## src/b64d_pkg.sv

```systemverilog
// b64d_pkg: types, constants and the character table of the base64 decoder.
// No dependencies; imported by every module of the decoder.
`default_nettype none

package b64d_pkg;

	// default depth of the queue between front and back
	localparam int QUEUE_DEPTH_DEF = 4;

	localparam logic [7:0] PAD_CHAR = 8'h3D;

	// one input request
	typedef struct packed {
		logic [7:0] text_char;
		logic       final_char;
	} in_t;

	// one result request
	typedef struct packed {
		logic [7:0] data_byte;
		logic       status;
		logic       end_of_run;
	} out_t;

	// status codes
	localparam logic STATUS_OK      = 1'b0;
	localparam logic STATUS_BAD_LEN = 1'b1;

	// classified quad handed from front to back
	typedef struct packed {
		logic        err;    // partial quad at end of message
		logic [1:0]  count;  // bytes to emit, 1..3
		logic [23:0] group;  // four sextets, oldest highest
	} grp_t;

	// character to sextet; anything outside the alphabet gives 0
	function automatic logic [5:0] char_to_sextet(input logic [7:0] c);
		logic [5:0] s;
		s = 6'd0;
		if (c >= 8'h41 && c <= 8'h5A) begin
			s = 6'(c - 8'h41);
		end else if (c >= 8'h61 && c <= 8'h7A) begin
			s = 6'(c - 8'h61 + 8'd26);
		end else if (c >= 8'h30 && c <= 8'h39) begin
			s = 6'(c - 8'h30 + 8'd52);
		end else if (c == 8'h2B) begin
			s = 6'd62;
		end else if (c == 8'h2F) begin
			s = 6'd63;
		end
		return s;
	endfunction

endpackage

`default_nettype wire

```

## src/b64d_front.sv

```systemverilog
// b64d_front: takes characters, tracks the quad and classifies finished quads.
// Depends on b64d_pkg; pushes grp_t requests into b64d_queue.
`default_nettype none

module b64d_front
	import b64d_pkg::*;
(
	input  wire logic clk,
	input  wire logic arst_n,
	input  wire logic text_valid,
	output logic      text_ready,
	input  wire in_t  text,
	input  wire logic q_full,
	output logic      q_push,
	output grp_t      q_item
);

	logic [17:0] sextet_q;
	logic [1:0]  pos_q;
	logic        pad_q;
	logic        accept;
	logic [5:0]  sx;
	logic        is_pad;
	logic [1:0]  cnt;

	assign text_ready = !q_full;
	assign accept     = text_valid && text_ready;
	assign sx         = char_to_sextet(text.text_char);
	assign is_pad     = (text.text_char == PAD_CHAR);

	// byte count: three, less one per pad in third or fourth place
	always_comb begin
		cnt = 2'd3;
		if (is_pad) cnt = cnt - 2'd1;
		if (pad_q)  cnt = cnt - 2'd1;
	end

	// push on quad end or on a final character mid-quad
	always_comb begin
		q_push = 1'b0;
		q_item = '{err: 1'b0, count: cnt, group: {sextet_q, sx}};
		if (accept) begin
			if (pos_q == 2'd3) begin
				q_push = 1'b1;
			end else if (text.final_char) begin
				q_push = 1'b1;
				q_item = '{err: 1'b1, count: 2'd1, group: 24'd0};
			end
		end
	end

	// quad state
	always_ff @(posedge clk or negedge arst_n) begin
		if (!arst_n) begin
			sextet_q <= '0;
			pos_q    <= '0;
			pad_q    <= 1'b0;
		end else if (accept) begin
			if (pos_q == 2'd3 || text.final_char) begin
				sextet_q <= '0;
				pos_q    <= '0;
				pad_q    <= 1'b0;
			end else begin
				sextet_q <= {sextet_q[11:0], sx};
				pos_q    <= pos_q + 2'd1;
				if (pos_q == 2'd2) pad_q <= is_pad;
			end
		end
	end

endmodule

`default_nettype wire

```

## src/b64d_queue.sv

```systemverilog
// b64d_queue: small flop-based FIFO of classified quads.
// Depends on b64d_pkg for grp_t.
`default_nettype none

module b64d_queue
	import b64d_pkg::*;
#(
	parameter int DEPTH = QUEUE_DEPTH_DEF
) (
	input  wire logic clk,
	input  wire logic arst_n,
	input  wire logic push,
	input  wire grp_t wr_item,
	output logic      full,
	input  wire logic pop,
	output logic      not_empty,
	output grp_t      head
);

	localparam int PW = (DEPTH > 1) ? $clog2(DEPTH) : 1;
	localparam int CW = $clog2(DEPTH + 1);

	grp_t          mem_q [DEPTH];
	logic [PW-1:0] wr_ptr_q;
	logic [PW-1:0] rd_ptr_q;
	logic [CW-1:0] cnt_q;

	assign full      = (cnt_q == CW'(DEPTH));
	assign not_empty = (cnt_q != '0);
	assign head      = mem_q[rd_ptr_q];

	// storage, no reset needed
	always_ff @(posedge clk) begin
		if (push) mem_q[wr_ptr_q] <= wr_item;
	end

	// pointers and fill count
	always_ff @(posedge clk or negedge arst_n) begin
		if (!arst_n) begin
			wr_ptr_q <= '0;
			rd_ptr_q <= '0;
			cnt_q    <= '0;
		end else begin
			if (push) begin
				wr_ptr_q <= (wr_ptr_q == PW'(DEPTH - 1)) ? '0 : wr_ptr_q + 1'b1;
			end
			if (pop) begin
				rd_ptr_q <= (rd_ptr_q == PW'(DEPTH - 1)) ? '0 : rd_ptr_q + 1'b1;
			end
			if (push && !pop) begin
				cnt_q <= cnt_q + 1'b1;
			end else if (pop && !push) begin
				cnt_q <= cnt_q - 1'b1;
			end
		end
	end

endmodule

`default_nettype wire

```

## src/b64d_back.sv

```systemverilog
// b64d_back: splits each queued quad into bytes, one result per cycle while the output is not stalled.
// Depends on b64d_pkg; reads the head of b64d_queue.
`default_nettype none

module b64d_back
	import b64d_pkg::*;
(
	input  wire logic clk,
	input  wire logic arst_n,
	input  wire logic q_not_empty,
	input  wire grp_t q_head,
	output logic      q_pop,
	output logic      result_valid,
	input  wire logic result_ready,
	output out_t      result
);

	logic [1:0] idx_q;
	logic       valid_q;
	out_t       result_q;
	logic       fire;
	logic       last;
	logic [7:0] byte_sel;

	assign fire  = q_not_empty && (!valid_q || result_ready);
	assign last  = ((idx_q + 2'd1) == q_head.count);
	assign q_pop = fire && last;

	assign result_valid = valid_q;
	assign result       = result_q;

	// byte of the group, most significant first
	always_comb begin
		case (idx_q)
			2'd0:    byte_sel = q_head.group[23:16];
			2'd1:    byte_sel = q_head.group[15:8];
			2'd2:    byte_sel = q_head.group[7:0];
			default: byte_sel = 8'd0;
		endcase
		if (q_head.err) byte_sel = 8'd0;
	end

	// output register
	always_ff @(posedge clk) begin
		if (fire) begin
			result_q.data_byte  <= byte_sel;
			result_q.status     <= q_head.err ? STATUS_BAD_LEN : STATUS_OK;
			result_q.end_of_run <= last;
		end
	end

	// byte index and output valid
	always_ff @(posedge clk or negedge arst_n) begin
		if (!arst_n) begin
			idx_q   <= '0;
			valid_q <= 1'b0;
		end else begin
			if (fire) begin
				idx_q   <= last ? 2'd0 : idx_q + 2'd1;
				valid_q <= 1'b1;
			end else if (result_ready) begin
				valid_q <= 1'b0;
			end
		end
	end

endmodule

`default_nettype wire

```

## src/base64_decoder.sv

```systemverilog
// base64_decoder: streaming base64 decoder, one character per cycle.
// A quad is queued when its fourth character is taken; then its bytes leave one per
// cycle while results are taken. Throughput: one character per cycle; a quad gives
// at most three bytes, so the back end drains faster than four characters arrive.
// Input stalls only when the quad queue (QUEUE_DEPTH entries) is full.
// Reset (arst_n low) clears quad state, queue and output valid at once.
`default_nettype none

module base64_decoder
	import b64d_pkg::*;
#(
	parameter int QUEUE_DEPTH = QUEUE_DEPTH_DEF
) (
	input  wire logic clk,
	input  wire logic arst_n,
	input  wire logic text_valid,
	output logic      text_ready,
	input  wire in_t  text,
	output logic      result_valid,
	input  wire logic result_ready,
	output out_t      result
);

	logic q_full;
	logic q_push;
	grp_t q_wr;
	logic q_pop;
	logic q_not_empty;
	grp_t q_head;

	b64d_front u_front (
		.clk        (clk),
		.arst_n     (arst_n),
		.text_valid (text_valid),
		.text_ready (text_ready),
		.text       (text),
		.q_full     (q_full),
		.q_push     (q_push),
		.q_item     (q_wr)
	);

	b64d_queue #(
		.DEPTH (QUEUE_DEPTH)
	) u_queue (
		.clk       (clk),
		.arst_n    (arst_n),
		.push      (q_push),
		.wr_item   (q_wr),
		.full      (q_full),
		.pop       (q_pop),
		.not_empty (q_not_empty),
		.head      (q_head)
	);

	b64d_back u_back (
		.clk          (clk),
		.arst_n       (arst_n),
		.q_not_empty  (q_not_empty),
		.q_head       (q_head),
		.q_pop        (q_pop),
		.result_valid (result_valid),
		.result_ready (result_ready),
		.result       (result)
	);

endmodule

`default_nettype wire
```

## config.mk

```make
export PLATFORM = sky130hd
export DESIGN_NAME = base64_decoder
export DESIGN_NICKNAME = d
export VERILOG_FILES = /design/src/b64d_pkg.sv /design/src/b64d_front.sv /design/src/b64d_queue.sv /design/src/b64d_back.sv /design/src/base64_decoder.sv
export SDC_FILE = /design/constraint.sdc
export NUM_CORES = 1
export LEC_CHECK = 0
export BUFFER_PORTS_ARGS = -buffer_cell sky130_fd_sc_hd__buf_2
export CAP_MARGIN = 10
export CORE_UTILIZATION = 60
export DETAILED_ROUTE_END_ITERATION = 10
export GPL_TIMING_DRIVEN = 0
export PLACE_DENSITY = 0.78
export SYNTH_ARGS = -nofsm -noshare
export SYNTH_HDL_FRONTEND = slang
export SYNTH_SLANG_ARGS = --single-unit
```

## constraint.sdc

```tcl
create_clock -name clk -period 8.1 [get_ports clk]
set_clock_uncertainty 0.2 [all_clocks]
set_input_delay 0.81 -clock clk [delete_from_list [all_inputs] [get_ports clk]]
set_output_delay 0.81 -clock clk [all_outputs]
set_load 0.02 [all_outputs]
```

==> qor_table.md <==
| Stage | Result | Value |
|:---|:---|:---|
| die | Std-Cell Rows | 37 |
| sta | Setup repair after global routing missed its margin | no |
| cells and area | Layout net count | 512 |
| synth | Cell variety after synth | 51 |
| drt | First-pass detailed-route iteration total | 5 |
| synth | Mapped Area | 6490 um2 |
| synth | Most frequent cell after synthesis | edfxtp_1 |
| sta | Final period util | 38.3% |
| clock network | CTS sink count | 149 |
| cells and area | Number of diodes added for antenna fixing | 0 |
| global routing | Number of global-route vias before repair | 3761 |
| global routing | GRT Util Overall | 25.8% |
| drt | Post-detailed-route count of antenna-violating nets | 0 |
| synth | Ys Warns | 0 |
| synth | Count of mapped cells out of synthesis | 428 |
| die | Floorplan Core Area | 10400 um2 |
| clock network | Clock transition at path regs | 0.06 ns |
| drt | Number of vias after detailed routing | 3765 |
| pwr | Clock power share | 28.7% |
| die | Total I/O pin count | 25 |
| synth | Flip-flop and latch count after synthesis | 149 |
| synth | Ys async rst share | 20.8% |
| worst setup path | CP max stage cell | and2_1 |
| global routing | Pin count of the biggest net entering global routing | 32 |
| flow run | Max Cap Viol | 0 |
| global routing | GR Overflow Total | 0 |
| hold path | Worst min-delay path category | in -> async |
| worst setup path | Worst EP required | 8.13 ns |
| synth | Average cell area after synthesis | 15.2 um2 |
| synth | Post-synth top area share | 54.6% |
| sta | Min setup slack post-route | 4.99 ns |
| die | Effective utilization at floorplan | 62.3% |
| drt | Via-per-instance ratio | 6.02 |
| placement | Estimated wirelength of the detail-placed design | 8.67 mm |
| sta | Setup TNS | 0 ns |
| sta | Worst slew pin tran | 0.942 ns |
| clock network | Inserted Clock Buffers | 17 |
| pwr | Sw Pwr | 787 uW |
| clock network | H-Tree Depth | 4 |
| die | Die width | 106 um |
| placement | GP Congestion | 0.893 |
| worst setup path | Biggest cell delay along the critical path | 0.83 ns |
| pwr | Power density normalized to cell area | 336 nW/um2 |
| worst setup path | Crit Path Class | reg -> reg |
| placement | Worst slack at placement | 4.37 ns |
| clock network | Hold buffer count at cts | 0 |
| synth | Cell types with the largest area share after synthesis | edfxtp_1 (55%), dfrtp_1 (12%), mux4_2 (8.7%) |
| synth | Most frequently used flop master after synthesis | edfxtp_1 |
| synth | Post-synth EDFFs | 118 |
| synth | Register area share after synthesis | 66.5% |
| drt | DRC marker count from the first detailed-route iteration | 373 |
| placement | # port buffers | 23 |
| pwr | Internal power | 1.71 mW |
| status | Outcome | finished clean |
| synth | Top cell type by total area after synthesis | edfxtp_1 |
| drt | Detailed-route wire length per cell | 20.9 um |
| worst setup path | Kind of start point of the critical path | register |
| drt | Aggregate routed wire length | 13.1 mm |
| clock network | TritonCTS clock tree | done |
| sta | Remaining max-slew budget at the tightest pin | 37.2% |
| pwr | Max rail drop VDD | 0.000168 V |
| drt | Number of remaining DRC errors | 0 |
| clock network | Clock Tree Root | clkbuf_8 |
| sta | Highest attainable clock frequency | 322 MHz |
| pwr | Sw frac | 31.6% |
| worst setup path | Largest delay contributor family on the critical path | simple AND/OR/NAND/NOR gates |
| worst setup path | Worst Path Arrival | 3.14 ns |
| clock network | Clock insertion delay at the later pin of the skew report | 0.53 ns |
| die | Die Footprint | 11200 um2 |
| pwr | Leak Pwr | 2.80 nW |
| sta | Final Hold Viols | 0 |
| synth | Post-synthesis net count | 464 |
| pwr | Part of the power in registers | 42.0% |
| pwr | Total power consumption of the routed design | 2.49 mW |
| cells and area | Layout Area Growth over Synthesis | 14.3% |
| global routing | First-pass GRT wire length | 20.7 mm |
| worst setup path | Sum of buffers and inverters on the critical path | 2 |
| worst setup path | Largest fanout of any net on the critical path | 17 |
| global routing | Antenna violations before repair | 0 |
| die | Vertical die dimension | 106 um |
| sta | Final Max Slew Viols | 0 |
| worst setup path | Category of the worst setup path capture point | register |
| sta | Clock period minus final worst setup slack | 3.11 ns |
| clock network | Post-cts resize count | 0 |
| cells and area | Fraction of final layout cells with drive strength greater than 1 | 21.3% |
| sta | Final setup viols | 0 |
| pwr | Combinational Power Share | 29.3% |
| worst setup path | List of cells traversed by the critical path | or3b_2, clkbuf_1, nand2_2, nor2_1, and2_1, buf_8 |
| clock network | Setup fix buffers added after clock tree synthesis | 0 |
| clock network | Buffer levels on the longest clock path | 2 |
| synth | Most numerous cell types in the synthesized netlist | edfxtp_1 (118), nand2_1 (48), dfrtp_1 (31), and2_1 (25), mux4_2 (25) |
==> cells in the final DEF (no fill, tap or decap), drive strengths merged, types with 13 or more instances in the layout <==
cell type / Yosys / final
a21oi: 13 / 13
and2: 26 / 26
buf: 10 / 39
clkbuf: 9 / 30
dfrtp: 31 / 31
edfxtp: 118 / 118
ha: 22 / 22
inv: 15 / 21
mux4: 25 / 25
nand2: 49 / 49
o21ai: 23 / 23
==> state kept, by name, summed over array words and instances (netlist names) <==
name and flops:
u_queue.cnt_q 3, u_front.pos_q 2, u_queue.mem_q 108, u_back.idx_q 2
u_back.result 10, u_front.sextet_q 18, u_front.pad_q 1, u_queue.wr_ptr_q 2
u_queue.rd_ptr_q 2, u_back.result_valid 1
==> logic make-up (layout without fill, tap and decap cells) <==
group                    after synthesis  in the layout  synth area share [%]
multiplexers                          34             34                  10.1
adder cells (fa/ha/maj)               23             23                  4.55
AND/OR/NAND/NOR                      115            115                  8.86
XOR/XNOR                              10             10                  1.35
buffers and inverters                 34             95                  2.39
AO/OA/AOI/OAI                         63             63                  6.22
flip-flops                           149            149                  66.5
==> worst paths after layout <==
check	slack (ns)	start	cells past startpoint	end
worst min-delay path	0.14	arst_n	1	u_queue.rd_ptr_q[1]
worst max-delay path	4.99	u_queue.cnt_q[2]	6	u_queue.mem_q[2][19]
max in group asynchronous	7.06	arst_n	1	u_front.sextet_q[16]
worst max register to register	4.99	u_queue.cnt_q[2]	6	u_queue.mem_q[2][19]
min in group clk	0.28	u_front.sextet_q[12]	2	u_front.sextet_q[12]
worst min register to register	0.28	u_front.sextet_q[12]	2	u_front.sextet_q[12]
==> layer usage <==
metal / up-vias / part of all wire (%) / global-route usage, %
li1: 1709 / - / -
met1: 1900 / 43 / 34.6
met2: 141 / 50 / 41.1
met3: 15 / 5.5 / 6.99
met4: 0 / 1.3 / 9.52
met5: - / 0 / 0
==> stage by stage <==
| stage | hold WS (ns) | instance area (um2) | util (%) | instances |
|---|---|---|---|---|
| CTS | 0.138 | 7420 | 71.2 | 625 |
| finish | 0.139 | 7420 | 71.3 | 625 |
| floorplan | 0.242 | 6490 | - | 428 |
| detailed placement | 0.263 | 6880 | 66.1 | 593 |
| global route | 0.174 | 7420 | 71.3 | 625 |
| global placement | 0.258 | 6780 | 65.1 | 587 |
==> worst register-to-register path, delay by kind of cell, from the launching register on <==
| kind | cells | cell delay, ns |
|---|---|---|
| flops | 1 | 0.41 |
| buf+inv | 2 | 0.47 |
| simple gates | 4 | 1.72 |
==> power groups by stage <==
stage / logic [mW] / clock network, mW / registers, mW
6_report: 0.731 / 0.715 / 1.05
5_1_grt: 0.801 / 0.752 / 1.06
4_1_cts: 0.736 / 0.721 / 1.05
3_5_place_dp: 0.730 / 0 / 1.06
3_3_place_gp: 0.690 / 0 / 1.05
2_1_floorplan: 0.491 / 0 / 1.08
==> cell type report <==
| class | instances | area [um2] |
|---|---|---|
| sequential | 149 | 4320 |
| fill | 649 | 2990 |
| clock buffer | 21 | 470 |
| multi-input combinational | 245 | 2020 |
| inverter | 15 | 56.3 |
| buffer | 19 | 98.8 |
| tap | 136 | 170 |
| timing repair buffer | 29 | 218 |
| clock inverter | 11 | 68.8 |
Power figures use the tool's default switching activity.
